File: src/pite_pkg.sv
// ----------------------------------------------------------------------------
// pite_pkg
// Shared types and constants for the per-id threat escalation table.
// ----------------------------------------------------------------------------
package pite_pkg;

    localparam int TableEntries = 1024;
    localparam int IdxW         = $clog2(TableEntries);
    localparam int CntW         = IdxW + 1;

    localparam logic [1:0] LvlClean = 2'd0;
    localparam logic [1:0] LvlSusp  = 2'd1;
    localparam logic [1:0] LvlMal   = 2'd2;
    localparam logic [1:0] LvlThree = 2'd3;

    localparam logic [1:0] RegEscCount  = 2'd0;
    localparam logic [1:0] RegEscWindow = 2'd1;
    localparam logic [1:0] RegDedWindow = 2'd2;

    localparam logic [7:0]  EscCountReset  = 8'd3;
    localparam logic [39:0] EscWindowReset = 40'd10000000000;
    localparam logic [39:0] DedWindowReset = 40'd1000000000;

    typedef struct packed {
        logic [31:0] process_id;
        logic [1:0]  requested_level;
        logic [63:0] time_ns;
    } t_in_word;

    typedef struct packed {
        logic [1:0] effective_level;
        logic       suppressed;
        logic       was_escalated;
    } t_out_word;

    typedef struct packed {
        logic [31:0] key;
        logic [1:0]  last_level;
        logic [7:0]  burst_count;
        logic [63:0] window_start;
        logic [63:0] last_emit;
    } t_slot;

    typedef struct packed {
        logic [7:0]  esc_count;
        logic [39:0] esc_window;
        logic [39:0] ded_window;
    } t_cfg;

    typedef enum logic [2:0] {
        ST_IDLE,
        ST_SCAN,
        ST_PICK,
        ST_READ,
        ST_UPDATE
    } t_state;

endpackage

File: src/pite_regs.sv
// ----------------------------------------------------------------------------
// pite_regs
// APB configuration registers for the escalation table.
// ----------------------------------------------------------------------------
module pite_regs
    import pite_pkg::*;
(
    input  logic        i_clk,
    input  logic        i_rst_n,
    input  logic        psel,
    input  logic        penable,
    input  logic        pwrite,
    input  logic [4:0]  paddr,
    input  logic [63:0] pwdata,
    output logic [63:0] prdata,
    output logic        pready,
    output t_cfg        o_cfg
);

    t_cfg       r_cfg;
    logic [1:0] w_idx;
    logic       w_wr;

    assign w_idx  = paddr[4:3];
    assign w_wr   = psel && penable && pwrite;
    assign pready = 1'b1;
    assign o_cfg  = r_cfg;

    always_ff @(posedge i_clk) begin
        if (!i_rst_n) begin
            r_cfg.esc_count  <= EscCountReset;
            r_cfg.esc_window <= EscWindowReset;
            r_cfg.ded_window <= DedWindowReset;
        end else if (w_wr) begin
            case (w_idx)
                RegEscCount:  r_cfg.esc_count  <= pwdata[7:0];
                RegEscWindow: r_cfg.esc_window <= pwdata[39:0];
                RegDedWindow: r_cfg.ded_window <= pwdata[39:0];
                default: ;
            endcase
        end
    end

    always_comb begin
        prdata = '0;
        case (w_idx)
            RegEscCount:  prdata = {56'd0, r_cfg.esc_count};
            RegEscWindow: prdata = {24'd0, r_cfg.esc_window};
            RegDedWindow: prdata = {24'd0, r_cfg.ded_window};
            default:      prdata = '0;
        endcase
    end

endmodule

File: config.mk
export PLATFORM = sky130hd
export DESIGN_NAME = pite_regs
export DESIGN_NICKNAME = d
export VERILOG_FILES = /design/src/pite_pkg.sv /design/src/pite_regs.sv
export SDC_FILE = /design/constraint.sdc
export NUM_CORES = 1
export LEC_CHECK = 0
export BUFFER_PORTS_ARGS = -buffer_cell sky130_fd_sc_hd__buf_4
export CAP_MARGIN = 20
export CORE_UTILIZATION = 48
export DETAILED_ROUTE_END_ITERATION = 7
export HOLD_SLACK_MARGIN = 0.1
export PLACE_DENSITY_LB_ADDON = 0.3
export SETUP_SLACK_MARGIN = 0.5
export SLEW_MARGIN = 0
export SYNTH_ARGS = -nofsm -noshare
export SYNTH_HDL_FRONTEND = slang
export SYNTH_SLANG_ARGS = --single-unit
File: constraint.sdc
create_clock -name i_clk -period 3 [get_ports i_clk]
set_clock_uncertainty 0.2 [all_clocks]
set_input_delay 0.3 -clock i_clk [delete_from_list [all_inputs] [get_ports i_clk]]
set_output_delay 0.3 -clock i_clk [all_outputs]
set_load 0.05 [all_outputs]
# ---- After elaboration in Yosys (flattened, before gate mapping)
# Index checks and enable logic that the tools add are counted.
dict set report word_totals {
  ff_bits 88
  inputBits 74
  out_inout_bits 153
}
dict set report classes {
  eq_ne 2
  n_mux 1
  n_reduce_logical 6
}
# cell n
set op_table {}
lappend op_table {{40-bit case mux with 3 select lines} 1}
lappend op_table {{2-bit AND reduction} 3}
lappend op_table {{2-bit by 1-bit equality test with 1-bit output, second input constant} 1}
lappend op_table {{2-bit equality test, second input constant} 1}
lappend op_table {{1-bit logical AND} 2}
lappend op_table {{2-bit zero test} 1}

# ---- Longest topological paths before layout
# Gate-level depths: netlist (run 1).
dict set report depth {
  depth_word 3
  depth_mapped 6
  ltp_nobuf 3
}

# ---- Worst setup path after synthesis (run 1)
# OpenSTA, ideal clock, no wires.
dict set report synth_timing {
  path_type {register -> output}
  startpoint {register r_cfg (netlist bit o_cfg[40])}
  endpoint {output port prdata[0]}
  t_arrival_ns 1.870
  t_required_ns 2.500
  slack_ns 0.630
  path_stages_with_launch 3
  n_path_buf 0
  cell_sequence {dfxtp_1 mux2i_1 o21ai_0}
}
dict set report synth_via {
  elab_chain_len 1
}
# element line_no
set synth_rtl {}
lappend synth_rtl {{from (decl)} pite_regs.sv:20} ;# t_cfg r_cfg;
lappend synth_rtl {{40-bit case mux with 3 select lines} pite_regs.sv:46} ;# case (w_idx)
lappend synth_rtl {{to (decl)} pite_regs.sv:15} ;# output logic [63:0] prdata,
# No other way between the ends.

# ---- Final worst setup path (run 1)
dict set report layout_timing {
  startpoint {input port paddr[3]}
  endpoint {output port prdata[28]}
}
dict set report layout_via {
  elab_chain_len 2
  word_cells_on_any_way 4
  cone_classes {eq/ne: 2; mux: 1; reduce/logical: 1}
}
# element line_no
set layout_rtl {}
lappend layout_rtl {{from (decl)} pite_regs.sv:13} ;# input logic [4:0] paddr,
lappend layout_rtl {{2-bit equality test, or another cell as far along} pite_regs.sv:46}
lappend layout_rtl {{40-bit case mux with 3 select lines *} pite_regs.sv:46}
# Every way passes the cells marked *; elsewhere a longest branch is shown, timed or not.

==> results of run 1 <==
==> cells by family (layout without fill, tap and decap cells) <==
family | after synthesis | after routing | share of synthesized area
simple gates | 125 | 125 | 0.126
other cells | 2 | 25 | 0.00185
buf+inv | 89 | 263 | 0.117
mux | 70 | 70 | 0.173
compound gates | 81 | 81 | 0.147
flops | 88 | 88 | 0.435
==> timing repair <==
action	4_1_cts	5_1_grt
hold buffers	40	0
resized for setup	0	0
endpoints found under the hold margin	88	0
==> critical path, stage by stage <==
cell	delay (ns)
sky130_fd_sc_hd__buf_4	0.24
sky130_fd_sc_hd__nor2b_4	0.42
sky130_fd_sc_hd__buf_4	0.31
sky130_fd_sc_hd__a22o_1	0.17
sky130_fd_sc_hd__buf_4	0.19
==> final timing paths <==
path,to,cells after the start
setup / recovery,prdata[28],5
hold / removal,o_cfg[81],3
setup reg to reg,o_cfg[79],2
hold reg to reg,o_cfg[26],2
==> power groups by stage <==
| stage | clock network, µW | logic [µW] | registers [µW] |
|---|---|---|---|
| 6_report | 812 | 510 | 1200 |
| 3_5_place_dp | 0 | 465 | 1230 |
| 5_1_grt | 880 | 538 | 1200 |
| 3_3_place_gp | 0 | 459 | 1230 |
| 4_1_cts | 833 | 509 | 1200 |
| 2_1_floorplan | 0 | 289 | 1290 |
==> routing by layer <==
metal,up-vias,part of all wire
met1,1880,0.41
li1,1875,-
met2,151,0.51
met3,22,0.055
met5,-,0
met4,0,0.025
==> placed cells by master (no fill, tap or decap), drive strengths merged <==
master       instances
nand2b               1
dfxtp               88
buf                183
inv                 26
clkinv               1
or3                  1
mux2i               70
and2                 1
a22o                32
nor2b                2
nand3               12
conb                25
o31ai                2
clkinvlp             1
nand2              106
o21ai               21
and3                 1
nor2                 1
dlygate4sd3         40
bufinv               1
clkbuf              11
o211ai              26
==> through the flow <==
step / util / setup WS [ns]
3_3_place_gp: 0.646 / 0.821
2_1_floorplan: - / 0.630
3_5_place_dp: 0.646 / 0.819
5_1_grt: 0.719 / 0.771
6_report: 0.719 / 0.849
4_1_cts: 0.719 / 0.840
==> final cells by class <==
| class | instances | share of cell area |
|---|---|---|
| Clock buffer | 11 | 0.0258 |
| Clock inverter | 3 | 0.00724 |
| Timing Repair Buffer | 223 | 0.302 |
| Inverter | 26 | 0.0166 |
| Tap cell | 105 | 0.0224 |
| Sequential cell | 88 | 0.300 |
| Multi-Input combinational cell | 301 | 0.326 |
==> flow_results.xml, run 1 <==
<?xml version="1.0" encoding="UTF-8"?>
<metrics>
  <group name="clock_tree">
    <metric name="postCtsSetupRepairBufs" unit="">0</metric>
    <metric name="cts_root_buffer" unit="">sky130_fd_sc_hd__clkbuf_8</metric>
    <metric name="h_tree_levels" unit="">3</metric>
    <metric name="clock_tree_from_tritoncts" unit="">done</metric>
    <metric name="cts_sinks" unit="">88</metric>
    <metric name="cts-buffers-inserted" unit="">9</metric>
    <metric name="clkTransAtPathRegs" unit="ns">0.09</metric>
    <metric name="insertion_delay" unit="ns">0.34</metric>
    <metric name="cts_max_path_buffers" unit="">2</metric>
  </group>
  <group name="min_path">
    <metric name="start_point_of_the_worst_min_delay_path" unit="">paddr[4]</metric>
    <metric name="hold_class" unit="">input port to flip-flop</metric>
  </group>
  <group name="yosys">
    <metric name="ys_types" unit="">22</metric>
    <metric name="postSynthCellCount" unit="">455</metric>
    <metric name="synth_top_area_frac" unit="">0.435</metric>
    <metric name="post_synth.cell_area_avg" unit="µm²">8.90</metric>
    <metric name="synth_ff_type" unit="">sky130_fd_sc_hd__dfxtp_1</metric>
    <metric name="yosys.area.top_type" unit="">sky130_fd_sc_hd__dfxtp_1</metric>
    <metric name="synth-async-reset-ratio" unit="">0</metric>
    <metric name="netlist_top_cells_count" unit="">sky130_fd_sc_hd__nand2_1 (105), sky130_fd_sc_hd__dfxtp_1 (88), sky130_fd_sc_hd__mux2i_1 (70), sky130_fd_sc_hd__a22o_1 (32)</metric>
    <metric name="synth.area.top_cells" unit="">sky130_fd_sc_hd__dfxtp_1 (43%), sky130_fd_sc_hd__mux2i_1 (17%), sky130_fd_sc_hd__nand2_1 (9.7%), sky130_fd_sc_hd__a22o_1 (6.9%), sky130_fd_sc_hd__buf_4 (4.8%)</metric>
    <metric name="synth_edf_count" unit="">0</metric>
    <metric name="synthMostInstantiatedCell" unit="">sky130_fd_sc_hd__nand2_1</metric>
    <metric name="synth_area" unit="µm²">4050</metric>
    <metric name="synth_seq_area_share" unit="">0.435</metric>
    <metric name="yosys_warnings" unit="">0</metric>
    <metric name="synth-seq-cells" unit="">88</metric>
  </group>
  <group name="placed_design">
    <metric name="place.gp.congestion" unit="">0.785</metric>
    <metric name="post-dp-hpwl" unit="µm">7540</metric>
    <metric name="port_buffers" unit="">174</metric>
    <metric name="placement.cell_area" unit="µm²">5280</metric>
    <metric name="numPlacedInstances" unit="">703</metric>
  </group>
  <group name="floorplan">
    <metric name="floorplan.die_area" unit="µm²">8810</metric>
    <metric name="initial_core_util" unit="">0.495</metric>
    <metric name="placeableCoreArea" unit="µm²">8180</metric>
    <metric name="top_level_port_count" unit="">227</metric>
    <metric name="row_count" unit="">33</metric>
    <metric name="fp.dieH" unit="µm">93.9</metric>
    <metric name="die_width" unit="µm">93.9</metric>
  </group>
  <group name="power_and_ir_drop">
    <metric name="post_route_total_power" unit="µW">2520</metric>
    <metric name="cellLeakagePower" unit="µW">0.00286</metric>
    <metric name="p_clk_frac" unit="">0.322</metric>
    <metric name="power.share.sequential" unit="">0.476</metric>
    <metric name="switching_share" unit="">0.296</metric>
    <metric name="power_switching" unit="µW">748</metric>
    <metric name="power.internal" unit="µW">1780</metric>
    <metric name="power_density" unit="nW/µm²">430</metric>
    <metric name="peakVddDrop" unit="mV">0.266</metric>
    <metric name="logic_pwr_share" unit="">0.202</metric>
  </group>
  <group name="final_layout">
    <metric name="layout_cells_sized_above_1" unit="">0.311</metric>
    <metric name="final_net_count" unit="">723</metric>
    <metric name="multi_input_area" unit="µm²">1920</metric>
    <metric name="syn_to_final_growth" unit="%">45.0</metric>
    <metric name="area.sequential" unit="µm²">1760</metric>
    <metric name="layout.cells.non_filler" unit="">757</metric>
    <metric name="num_antenna_cells" unit="">0</metric>
    <metric name="largest_register_ffs" unit="">88</metric>
    <metric name="num-fill-cells" unit="">639</metric>
    <metric name="finish.instance_area" unit="µm²">5870</metric>
  </group>
  <group name="sta">
    <metric name="rsz0062_at_grt" unit="">false</metric>
    <metric name="worstMarginPinSlew" unit="ns">0.879</metric>
    <metric name="fin_crit" unit="ns">2.15</metric>
    <metric name="fin_tns_setup" unit="ns">0</metric>
    <metric name="timing.final.crit_share" unit="">0.717</metric>
    <metric name="slew_violations" unit="">0</metric>
    <metric name="worst_slew_margin_rel" unit="">0.414</metric>
    <metric name="finalHoldViolations" unit="">0</metric>
    <metric name="max_freq" unit="GHz">0.465</metric>
    <metric name="hold_slack" unit="ns">0.171</metric>
    <metric name="setup_violations" unit="">0</metric>
  </group>
  <group name="drt">
    <metric name="routed_wl" unit="µm">11200</metric>
    <metric name="wire_per_inst" unit="µm">14.9</metric>
    <metric name="vias_per_cell" unit="">5.19</metric>
    <metric name="detailroute.via_count" unit="">3928</metric>
    <metric name="post-route-drc-count" unit="">0</metric>
    <metric name="dr.pass1.iters" unit="">4</metric>
    <metric name="detailedRoute.firstIterationViolations" unit="">109</metric>
    <metric name="drtAntennaViolNets" unit="">0</metric>
  </group>
  <group name="worst_setup_path">
    <metric name="r2r_setup_slack" unit="ns">2.07</metric>
    <metric name="rr_startpoint" unit="">o_cfg[79]</metric>
    <metric name="end_kind" unit="">output port</metric>
    <metric name="cp_data_arrival_time" unit="ns">1.65</metric>
    <metric name="worst-endpoint-required" unit="ns">2.50</metric>
    <metric name="critical_path_class" unit="">input port to output port</metric>
    <metric name="worstSetupStartpointType" unit="">input port</metric>
    <metric name="crit_fanout" unit="">19</metric>
    <metric name="critPathLaunch" unit="">paddr[3]</metric>
  </group>
  <group name="global_route">
    <metric name="grt_first_pass_wirelength" unit="µm">17500</metric>
    <metric name="number_of_global_route_vias_before_repair" unit="">3718</metric>
    <metric name="grt_start_max_net_pins" unit="">94</metric>
    <metric name="grt_most_used_layer" unit="">met2</metric>
    <metric name="global_route_total_usage_across_every_layer" unit="">0.253</metric>
    <metric name="grt_util_met1" unit="">0.294</metric>
    <metric name="globalRouteMet2Util" unit="">0.450</metric>
    <metric name="grt_antenna_before_repair" unit="">0</metric>
    <metric name="met3_track_usage_gr" unit="">0.0429</metric>
    <metric name="globalRouteOverflowTotal" unit="">0</metric>
  </group>
  <group name="outcome">
    <metric name="run_status" unit="">finished clean</metric>
  </group>
  <group name="job">
    <metric name="timing.max_cap.violations" unit="">0</metric>
  </group>
</metrics>
(Power assumes the default switching activity.)
==> run 2, diff against run 1 <==
CORE_UTILIZATION = 44   (was 48)
clock period = 2.01 ns   (was 3 ns; I/O delays follow)
==> run 2 against run 1 <==
Compared with the run above: the flow now finishes with violations (DRC); sequential share of layout area decreased by 4.5 points; critical endpoint is now prdata[24]; die area increased by 8.9%; largest power group unchanged; power increased by 59%; sequential power increased by 50%; wire length increased by 26%; design area increased by 21%; via count increased by 7.2%; non-clock buffer count increased by 39; cell count increased by 5.8%; worst setup slack got worse by 0.39 ns; highest routed layer unchanged.
==> flow_results.xml, run 2 (same netlist as run 1, synthesis figures left out) <==
<?xml version="1.0" encoding="UTF-8"?>
<metrics>
  <group name="worst_setup_path">
    <metric name="r2r_setup_slack" unit="ns">0.57</metric>
    <metric name="slowest_delay" unit="ns">0.27</metric>
    <metric name="timing.critical_path.slowest_stage_cell" unit="">sky130_fd_sc_hd__bufbuf_16</metric>
    <metric name="cpLargestDelayFamily" unit="">buffers and inverters</metric>
    <metric name="end_kind" unit="">output port</metric>
    <metric name="critical_path_cell_count" unit="">5</metric>
    <metric name="timing.reg2reg.worst_path_depth" unit="">4</metric>
    <metric name="critical_path.cell_chain" unit="">buf_16, nor2b_4, bufbuf_16, a22o_2, buf_6</metric>
    <metric name="worstSetupStartpointType" unit="">input port</metric>
    <metric name="cp_data_arrival_time" unit="ns">1.15</metric>
    <metric name="rr_startpoint" unit="">o_cfg[42]</metric>
    <metric name="critPathBufInv" unit="">3</metric>
    <metric name="rr_endpoint" unit="">o_cfg[42]</metric>
    <metric name="critical_path_class" unit="">input port to output port</metric>
    <metric name="worst-endpoint-required" unit="ns">1.61</metric>
    <metric name="crit_fanout" unit="">7</metric>
  </group>
  <group name="clock_tree">
    <metric name="h_tree_levels" unit="">3</metric>
    <metric name="cts_sinks" unit="">88</metric>
    <metric name="cts-buffers-inserted" unit="">9</metric>
    <metric name="cts.hold.buffers_added" unit="">47</metric>
    <metric name="cts_max_path_buffers" unit="">2</metric>
    <metric name="clkTransAtPathRegs" unit="ns">0.10</metric>
    <metric name="clock_tree_from_tritoncts" unit="">done</metric>
    <metric name="insertion_delay" unit="ns">0.34</metric>
    <metric name="cts_root_buffer" unit="">sky130_fd_sc_hd__clkbuf_8</metric>
  </group>
  <group name="sta">
    <metric name="max_freq" unit="GHz">0.644</metric>
    <metric name="timing.final.crit_share" unit="">0.772</metric>
    <metric name="fin_tns_setup" unit="ns">0</metric>
    <metric name="slew_violations" unit="">0</metric>
    <metric name="rsz0062_at_grt" unit="">true</metric>
    <metric name="setup_violations" unit="">0</metric>
    <metric name="finalHoldViolations" unit="">0</metric>
    <metric name="fin_crit" unit="ns">1.55</metric>
    <metric name="setup_ws" unit="ns">0.458</metric>
  </group>
  <group name="floorplan">
    <metric name="floorplan.die_area" unit="µm²">9590</metric>
    <metric name="fp.dieH" unit="µm">97.9</metric>
    <metric name="row_count" unit="">34</metric>
    <metric name="top_level_port_count" unit="">227</metric>
    <metric name="initial_core_util" unit="">0.460</metric>
    <metric name="die_width" unit="µm">97.9</metric>
    <metric name="placeableCoreArea" unit="µm²">8810</metric>
  </group>
  <group name="placed_design">
    <metric name="post-dp-hpwl" unit="µm">8020</metric>
    <metric name="preCtsSetupSlack" unit="ns">0.322</metric>
    <metric name="placement.cell_area" unit="µm²">5530</metric>
    <metric name="port_buffers" unit="">174</metric>
    <metric name="place.gp.congestion" unit="">0.793</metric>
  </group>
  <group name="global_route">
    <metric name="grt_first_pass_wirelength" unit="µm">22100</metric>
    <metric name="globalRouteOverflowTotal" unit="">0</metric>
    <metric name="grt_start_max_net_pins" unit="">63</metric>
    <metric name="grt_antenna_before_repair" unit="">0</metric>
    <metric name="number_of_global_route_vias_before_repair" unit="">4267</metric>
    <metric name="global_route_total_usage_across_every_layer" unit="">0.292</metric>
  </group>
  <group name="final_layout">
    <metric name="layout_cells_sized_above_1" unit="">0.453</metric>
    <metric name="most-common-layout-cells" unit="">sky130_fd_sc_hd__buf_4 (164), sky130_fd_sc_hd__nand2_1 (105), sky130_fd_sc_hd__mux2i_1 (62)</metric>
    <metric name="largest_register_ffs" unit="">88</metric>
    <metric name="finish.instance_area" unit="µm²">7090</metric>
    <metric name="syn_to_final_growth" unit="%">75.0</metric>
    <metric name="final_net_count" unit="">762</metric>
    <metric name="final_util" unit="">0.805</metric>
    <metric name="num_antenna_cells" unit="">0</metric>
    <metric name="layout.cells.most_common" unit="">sky130_fd_sc_hd__buf_4</metric>
  </group>
  <group name="min_path">
    <metric name="whs_path_depth" unit="">2</metric>
    <metric name="min_delay_worst_endpoint" unit="">o_cfg[24]</metric>
    <metric name="start_point_of_the_worst_min_delay_path" unit="">i_rst_n</metric>
    <metric name="hold_class" unit="">input port to flip-flop</metric>
  </group>
  <group name="power_and_ir_drop">
    <metric name="switching_share" unit="">0.304</metric>
    <metric name="cellLeakagePower" unit="µW">0.00334</metric>
    <metric name="logic_pwr_share" unit="">0.238</metric>
    <metric name="peakVddDrop" unit="mV">0.407</metric>
    <metric name="power_switching" unit="µW">1220</metric>
    <metric name="power_density" unit="nW/µm²">566</metric>
    <metric name="power.share.sequential" unit="">0.447</metric>
    <metric name="power.internal" unit="µW">2790</metric>
    <metric name="p_clk_frac" unit="">0.314</metric>
  </group>
  <group name="drt">
    <metric name="detailedRoute.firstIterationViolations" unit="">165</metric>
    <metric name="drtAntennaViolNets" unit="">0</metric>
    <metric name="routed_wl" unit="µm">14200</metric>
    <metric name="wire_per_inst" unit="µm">17.7</metric>
    <metric name="post-route-drc-count" unit="">17</metric>
    <metric name="vias_per_cell" unit="">5.25</metric>
    <metric name="detailroute.via_count" unit="">4209</metric>
    <metric name="dr.pass1.iters" unit="">8</metric>
  </group>
  <group name="outcome">
    <metric name="run_status" unit="">complete, but fails checks</metric>
    <metric name="failed_checks" unit="">DRC</metric>
  </group>
  <group name="job">
    <metric name="timing.max_cap.violations" unit="">0</metric>
  </group>
</metrics>
[run 2: power groups by stage]
stage               combinational, µW  clock, µW  sequential (µW)
floorplan                         449          0             1920
global placement                  720          0             1830
detailed placement                729          0             1830
CTS                               933       1280             1800
global route                      994       1360             1800
finish                            956       1260             1800
[run 2: metrics by stage]
stage          power [µW]  hold WS [ns]  instances
6_report             4010        0.0477        801
5_1_grt              4160        0.0406        801
4_1_cts              4010        0.0324        800
3_5_place_dp         2560         0.258        713
3_3_place_gp         2550         0.250        713
2_1_floorplan        2370         0.143        478
[run 2: worst max path at each step]
stage / start / end
6_report: paddr[3] / prdata[24]
5_1_grt: paddr[3] / prdata[33]
4_1_cts: paddr[3] / prdata[14]
3_5_place_dp: paddr[3] / prdata[29]
3_3_place_gp: paddr[3] / prdata[36]
2_1_floorplan: o_cfg[40] / prdata[0]
[run 2: layout make-up]
cell class	instances	area, µm²
tap	108	135
sequential	88	1810
fill	523	1720
timing repair buffer	262	2510
inverter	26	97.6
clock inverter	4	52.6
multi-input combinational	301	2330
clock buffer	12	155
[run 2: worst reg2reg max path, stage by stage (launching register included)]
cell	delay [ns]
sky130_fd_sc_hd__dfxtp_2	0.34
sky130_fd_sc_hd__buf_4	0.11
sky130_fd_sc_hd__nand2_1	0.04
sky130_fd_sc_hd__dlygate4sd3_1	0.57
sky130_fd_sc_hd__mux2i_1	0.11
[run 2: timing repair]
| item | CTS | global route |
|---|---|---|
| hold endpoints to repair | 88 | 15 |
| setup endpoints to repair | 40 | 43 |
| cloned | 3 | 0 |
| pin swaps | 25 | 2 |
| buffers inserted | 21 | 2 |
| gates resized for setup | 124 | 17 |
[run 2: routing by layer]
metal | up-vias | track usage | share of wire
met4 | 0 | 0.128 | 0.027
met2 | 161 | 0.538 | 0.54
li1 | 1966 | - | -
met3 | 32 | 0.0616 | 0.051
met5 | - | 0 | 0
met1 | 2050 | 0.321 | 0.38
==> run 3, diff against run 2 <==
clock period = 1.6 ns   (was 2.01 ns; I/O delays follow)
==> run 3 against run 2 <==
Compared with the run above: the run now fails in global routing (5_1_grt); synthesized area unchanged; synthesized cell count unchanged.
==> flow_results.xml, run 3 <==
<?xml version="1.0" encoding="UTF-8"?>
<metrics>
  <group name="clock_tree">
    <metric name="cts_root_buffer" unit="">sky130_fd_sc_hd__clkbuf_8</metric>
    <metric name="h_tree_levels" unit="">3</metric>
    <metric name="cts-buffers-inserted" unit="">9</metric>
    <metric name="cts_max_path_buffers" unit="">2</metric>
    <metric name="cts_sinks" unit="">88</metric>
  </group>
  <group name="yosys">
    <metric name="synth-async-reset-ratio" unit="">0</metric>
    <metric name="synth_ff_type" unit="">sky130_fd_sc_hd__dfxtp_1</metric>
    <metric name="ys_types" unit="">22</metric>
    <metric name="synth-seq-cells" unit="">88</metric>
    <metric name="netlist_top_cells_count" unit="">sky130_fd_sc_hd__nand2_1 (105), sky130_fd_sc_hd__dfxtp_1 (88), sky130_fd_sc_hd__mux2i_1 (70), sky130_fd_sc_hd__a22o_1 (32)</metric>
    <metric name="synth_edf_count" unit="">0</metric>
    <metric name="synth_top_area_frac" unit="">0.435</metric>
    <metric name="yosys_warnings" unit="">0</metric>
    <metric name="post_synth.cell_area_avg" unit="µm²">8.90</metric>
    <metric name="postSynthCellCount" unit="">455</metric>
    <metric name="synth_area" unit="µm²">4050</metric>
    <metric name="synthMostInstantiatedCell" unit="">sky130_fd_sc_hd__nand2_1</metric>
    <metric name="synth.area.top_cells" unit="">sky130_fd_sc_hd__dfxtp_1 (43%), sky130_fd_sc_hd__mux2i_1 (17%), sky130_fd_sc_hd__nand2_1 (9.7%), sky130_fd_sc_hd__a22o_1 (6.9%), sky130_fd_sc_hd__buf_4 (4.8%)</metric>
    <metric name="synth_seq_area_share" unit="">0.435</metric>
    <metric name="yosys.area.top_type" unit="">sky130_fd_sc_hd__dfxtp_1</metric>
  </group>
  <group name="floorplan">
    <metric name="fp.dieH" unit="µm">97.9</metric>
    <metric name="top_level_port_count" unit="">227</metric>
    <metric name="initial_core_util" unit="">0.460</metric>
    <metric name="die_width" unit="µm">97.9</metric>
    <metric name="row_count" unit="">34</metric>
  </group>
  <group name="placed_design">
    <metric name="placement.cell_area" unit="µm²">6110</metric>
    <metric name="preCtsSetupSlack" unit="ns">0.132</metric>
    <metric name="place.gp.congestion" unit="">0.812</metric>
    <metric name="port_buffers" unit="">174</metric>
    <metric name="post-dp-hpwl" unit="µm">8370</metric>
  </group>
  <group name="outcome">
    <metric name="run.stop_error" unit="">[ERROR DPL-0038] Utilization greater than 100%, impossible to legalize</metric>
    <metric name="run_status" unit="">did not finish</metric>
    <metric name="flow.stopped_at" unit="">global routing (5_1_grt)</metric>
  </group>
  <group name="sta">
    <metric name="worstEndpointGrtRepair" unit="">prdata[3]</metric>
    <metric name="worst_endpoint_kind" unit="">output port</metric>
  </group>
  <group name="global_route">
    <metric name="grt_start_max_net_pins" unit="">70</metric>
  </group>
</metrics>
[run 3: through the flow]
| stage | util | instances |
|---|---|---|
| 3_5_place_dp | 0.694 | 716 |
| 3_3_place_gp | 0.694 | 716 |
| 4_1_cts | 0.942 | 830 |
| 2_1_floorplan | - | 478 |
[run 3: kinds of logic after synthesis]
kind of cell / share of synthesized area
other: 0.00185
buffers and inverters: 0.117
multiplexers: 0.173
AND/OR/NAND/NOR: 0.126
flip-flops: 0.435
AO/OA/AOI/OAI: 0.147
[run 3: what timing repair did]
item,in CTS
hold endpoints to repair,88
hold buffers,40
buffers inserted,58
setup endpoints to repair,129
pin swaps,31
gates resized for setup,308
==> run 4, diff against run 3 <==
CORE_UTILIZATION = 35   (was 44)
HOLD_SLACK_MARGIN = unset   (was 0.1)
PLACE_DENSITY_LB_ADDON = 0.15   (was 0.3)
SETUP_SLACK_MARGIN = unset   (was 0.5)
==> run 4 against run 3 <==
Compared with the run above: the flow now finishes without violations.
==> flow_results.xml, run 4 (same netlist as run 1, synthesis figures left out) <==
<?xml version="1.0" encoding="UTF-8"?>
<metrics>
  <group name="sta">
    <metric name="fin_tns_setup" unit="ns">0</metric>
    <metric name="rsz0062_at_grt" unit="">false</metric>
    <metric name="fin_crit" unit="ns">1.53</metric>
    <metric name="max_freq" unit="GHz">0.652</metric>
    <metric name="setup_violations" unit="">0</metric>
    <metric name="finalHoldViolations" unit="">0</metric>
    <metric name="timing.final.crit_share" unit="">0.958</metric>
    <metric name="slew_violations" unit="">0</metric>
  </group>
  <group name="global_route">
    <metric name="grt_antenna_before_repair" unit="">0</metric>
    <metric name="grt_first_pass_wirelength" unit="µm">18200</metric>
    <metric name="global_route_total_usage_across_every_layer" unit="">0.196</metric>
    <metric name="globalRouteOverflowTotal" unit="">0</metric>
    <metric name="number_of_global_route_vias_before_repair" unit="">3690</metric>
    <metric name="grt_start_max_net_pins" unit="">68</metric>
  </group>
  <group name="final_layout">
    <metric name="final_net_count" unit="">734</metric>
    <metric name="layout_cells_sized_above_1" unit="">0.331</metric>
    <metric name="num-fill-cells" unit="">1015</metric>
    <metric name="most-common-layout-cells" unit="">sky130_fd_sc_hd__buf_4 (184), sky130_fd_sc_hd__nand2_1 (105), sky130_fd_sc_hd__dfxtp_1 (87)</metric>
    <metric name="layout.cells.most_common" unit="">sky130_fd_sc_hd__buf_4</metric>
    <metric name="syn_to_final_growth" unit="%">55.1</metric>
    <metric name="multi_input_area" unit="µm²">2010</metric>
    <metric name="final_util" unit="">0.567</metric>
    <metric name="area.sequential" unit="µm²">1760</metric>
    <metric name="largest_register_ffs" unit="">88</metric>
    <metric name="num_antenna_cells" unit="">0</metric>
  </group>
  <group name="min_path">
    <metric name="hold_class" unit="">input port to flip-flop</metric>
  </group>
  <group name="clock_tree">
    <metric name="postCtsSetupRepairBufs" unit="">0</metric>
    <metric name="h_tree_levels" unit="">3</metric>
    <metric name="clkTransAtPathRegs" unit="ns">0.06</metric>
    <metric name="clock_tree_from_tritoncts" unit="">done</metric>
    <metric name="cts_sinks" unit="">88</metric>
    <metric name="cts-buffers-inserted" unit="">9</metric>
    <metric name="insertion_delay" unit="ns">0.33</metric>
    <metric name="cts_max_path_buffers" unit="">2</metric>
    <metric name="cts_root_buffer" unit="">sky130_fd_sc_hd__clkbuf_16</metric>
  </group>
  <group name="power_and_ir_drop">
    <metric name="power_density" unit="nW/µm²">826</metric>
    <metric name="cellLeakagePower" unit="µW">0.00301</metric>
    <metric name="peakVddDrop" unit="mV">0.371</metric>
  </group>
  <group name="worst_setup_path">
    <metric name="worst-endpoint-required" unit="ns">1.24</metric>
    <metric name="slowest_delay" unit="ns">0.33</metric>
    <metric name="critical_path_class" unit="">flip-flop to output port</metric>
    <metric name="worstSetupStartpointType" unit="">flip-flop</metric>
    <metric name="timing.critical_path.slowest_stage_cell" unit="">sky130_fd_sc_hd__dfxtp_2</metric>
    <metric name="critical_path.cell_chain" unit="">mux2i_1, o21ai_4, buf_6</metric>
    <metric name="crit_fanout" unit="">3</metric>
    <metric name="r2r_setup_slack" unit="ns">0.70</metric>
    <metric name="end_kind" unit="">output port</metric>
    <metric name="cp_data_arrival_time" unit="ns">1.17</metric>
  </group>
  <group name="floorplan">
    <metric name="row_count" unit="">38</metric>
    <metric name="initial_core_util" unit="">0.366</metric>
    <metric name="die_width" unit="µm">110</metric>
    <metric name="placeableCoreArea" unit="µm²">11100</metric>
    <metric name="top_level_port_count" unit="">227</metric>
    <metric name="floorplan.die_area" unit="µm²">12000</metric>
    <metric name="fp.dieH" unit="µm">110</metric>
  </group>
  <group name="placed_design">
    <metric name="port_buffers" unit="">174</metric>
    <metric name="post-dp-hpwl" unit="µm">8180</metric>
    <metric name="place.gp.congestion" unit="">0.764</metric>
  </group>
  <group name="drt">
    <metric name="wire_per_inst" unit="µm">14.6</metric>
    <metric name="detailedRoute.firstIterationViolations" unit="">107</metric>
    <metric name="detailroute.via_count" unit="">3859</metric>
    <metric name="routed_wl" unit="µm">11700</metric>
    <metric name="dr.pass1.iters" unit="">5</metric>
    <metric name="post-route-drc-count" unit="">0</metric>
    <metric name="drtAntennaViolNets" unit="">0</metric>
    <metric name="vias_per_cell" unit="">4.80</metric>
  </group>
  <group name="job">
    <metric name="timing.max_cap.violations" unit="">0</metric>
  </group>
  <group name="outcome">
    <metric name="run_status" unit="">finished clean</metric>
  </group>
</metrics>
## run 4: per-stage QoR
stage	instance area, µm²	hold slack, ns	cells	power, µW	worst slack, ns
floorplan	4230	0.102	478	2970	0.0527
global placement	5610	0.215	749	3220	0.149
detailed placement	5610	0.227	749	3240	0.129
CTS	6280	0.0863	804	5230	0.0545
global route	6280	0.110	804	5410	0.000631
finish	6280	0.104	804	5190	0.0665
## run 4: report_power, final
group | switching (µW) | internal [µW]
sequential | 29.3 | 2230
combinational | 654 | 354
clock | 794 | 1130
## run 4: routing by layer
| layer | GRT usage | routed length, µm | up-vias |
|---|---|---|---|
| met5 | 0 | 0 | - |
| met4 | 0.0867 | 200 | 0 |
| met3 | 0.0290 | 652 | 16 |
| met2 | 0.333 | 5760 | 135 |
| met1 | 0.244 | 5120 | 1806 |
| li1 | - | - | 1902 |
## run 4: timing repair
item,CTS,global route
endpoints found under the hold margin,88,0
hold buffers,40,0
resized for setup,0,2
setup endpoints to repair,0,1
## run 4: cell type report
type	count	area share
flip-flops and latches	88	0.281
inverters	26	0.0155
repair buffers	234	0.314
clock buffers	15	0.0426
multi-input cells	301	0.319
well taps	140	0.0279
## run 4: critical path, delay by kind of cell (launching register included)
kind | cells | cell delay, ns
mux | 1 | 0.27
compound gates | 1 | 0.08
buf+inv | 1 | 0.16
flops | 1 | 0.33
## run 4: final timing paths
kind | cells past startpoint | to | startpoint
worst max-delay path | 3 | prdata[3] | o_cfg[43]
worst min-delay path | 3 | o_cfg[20] | i_rst_n
worst max register to register | 2 | o_cfg[73] | o_cfg[73]
worst min register to register | 2 | o_cfg[10] | o_cfg[10]
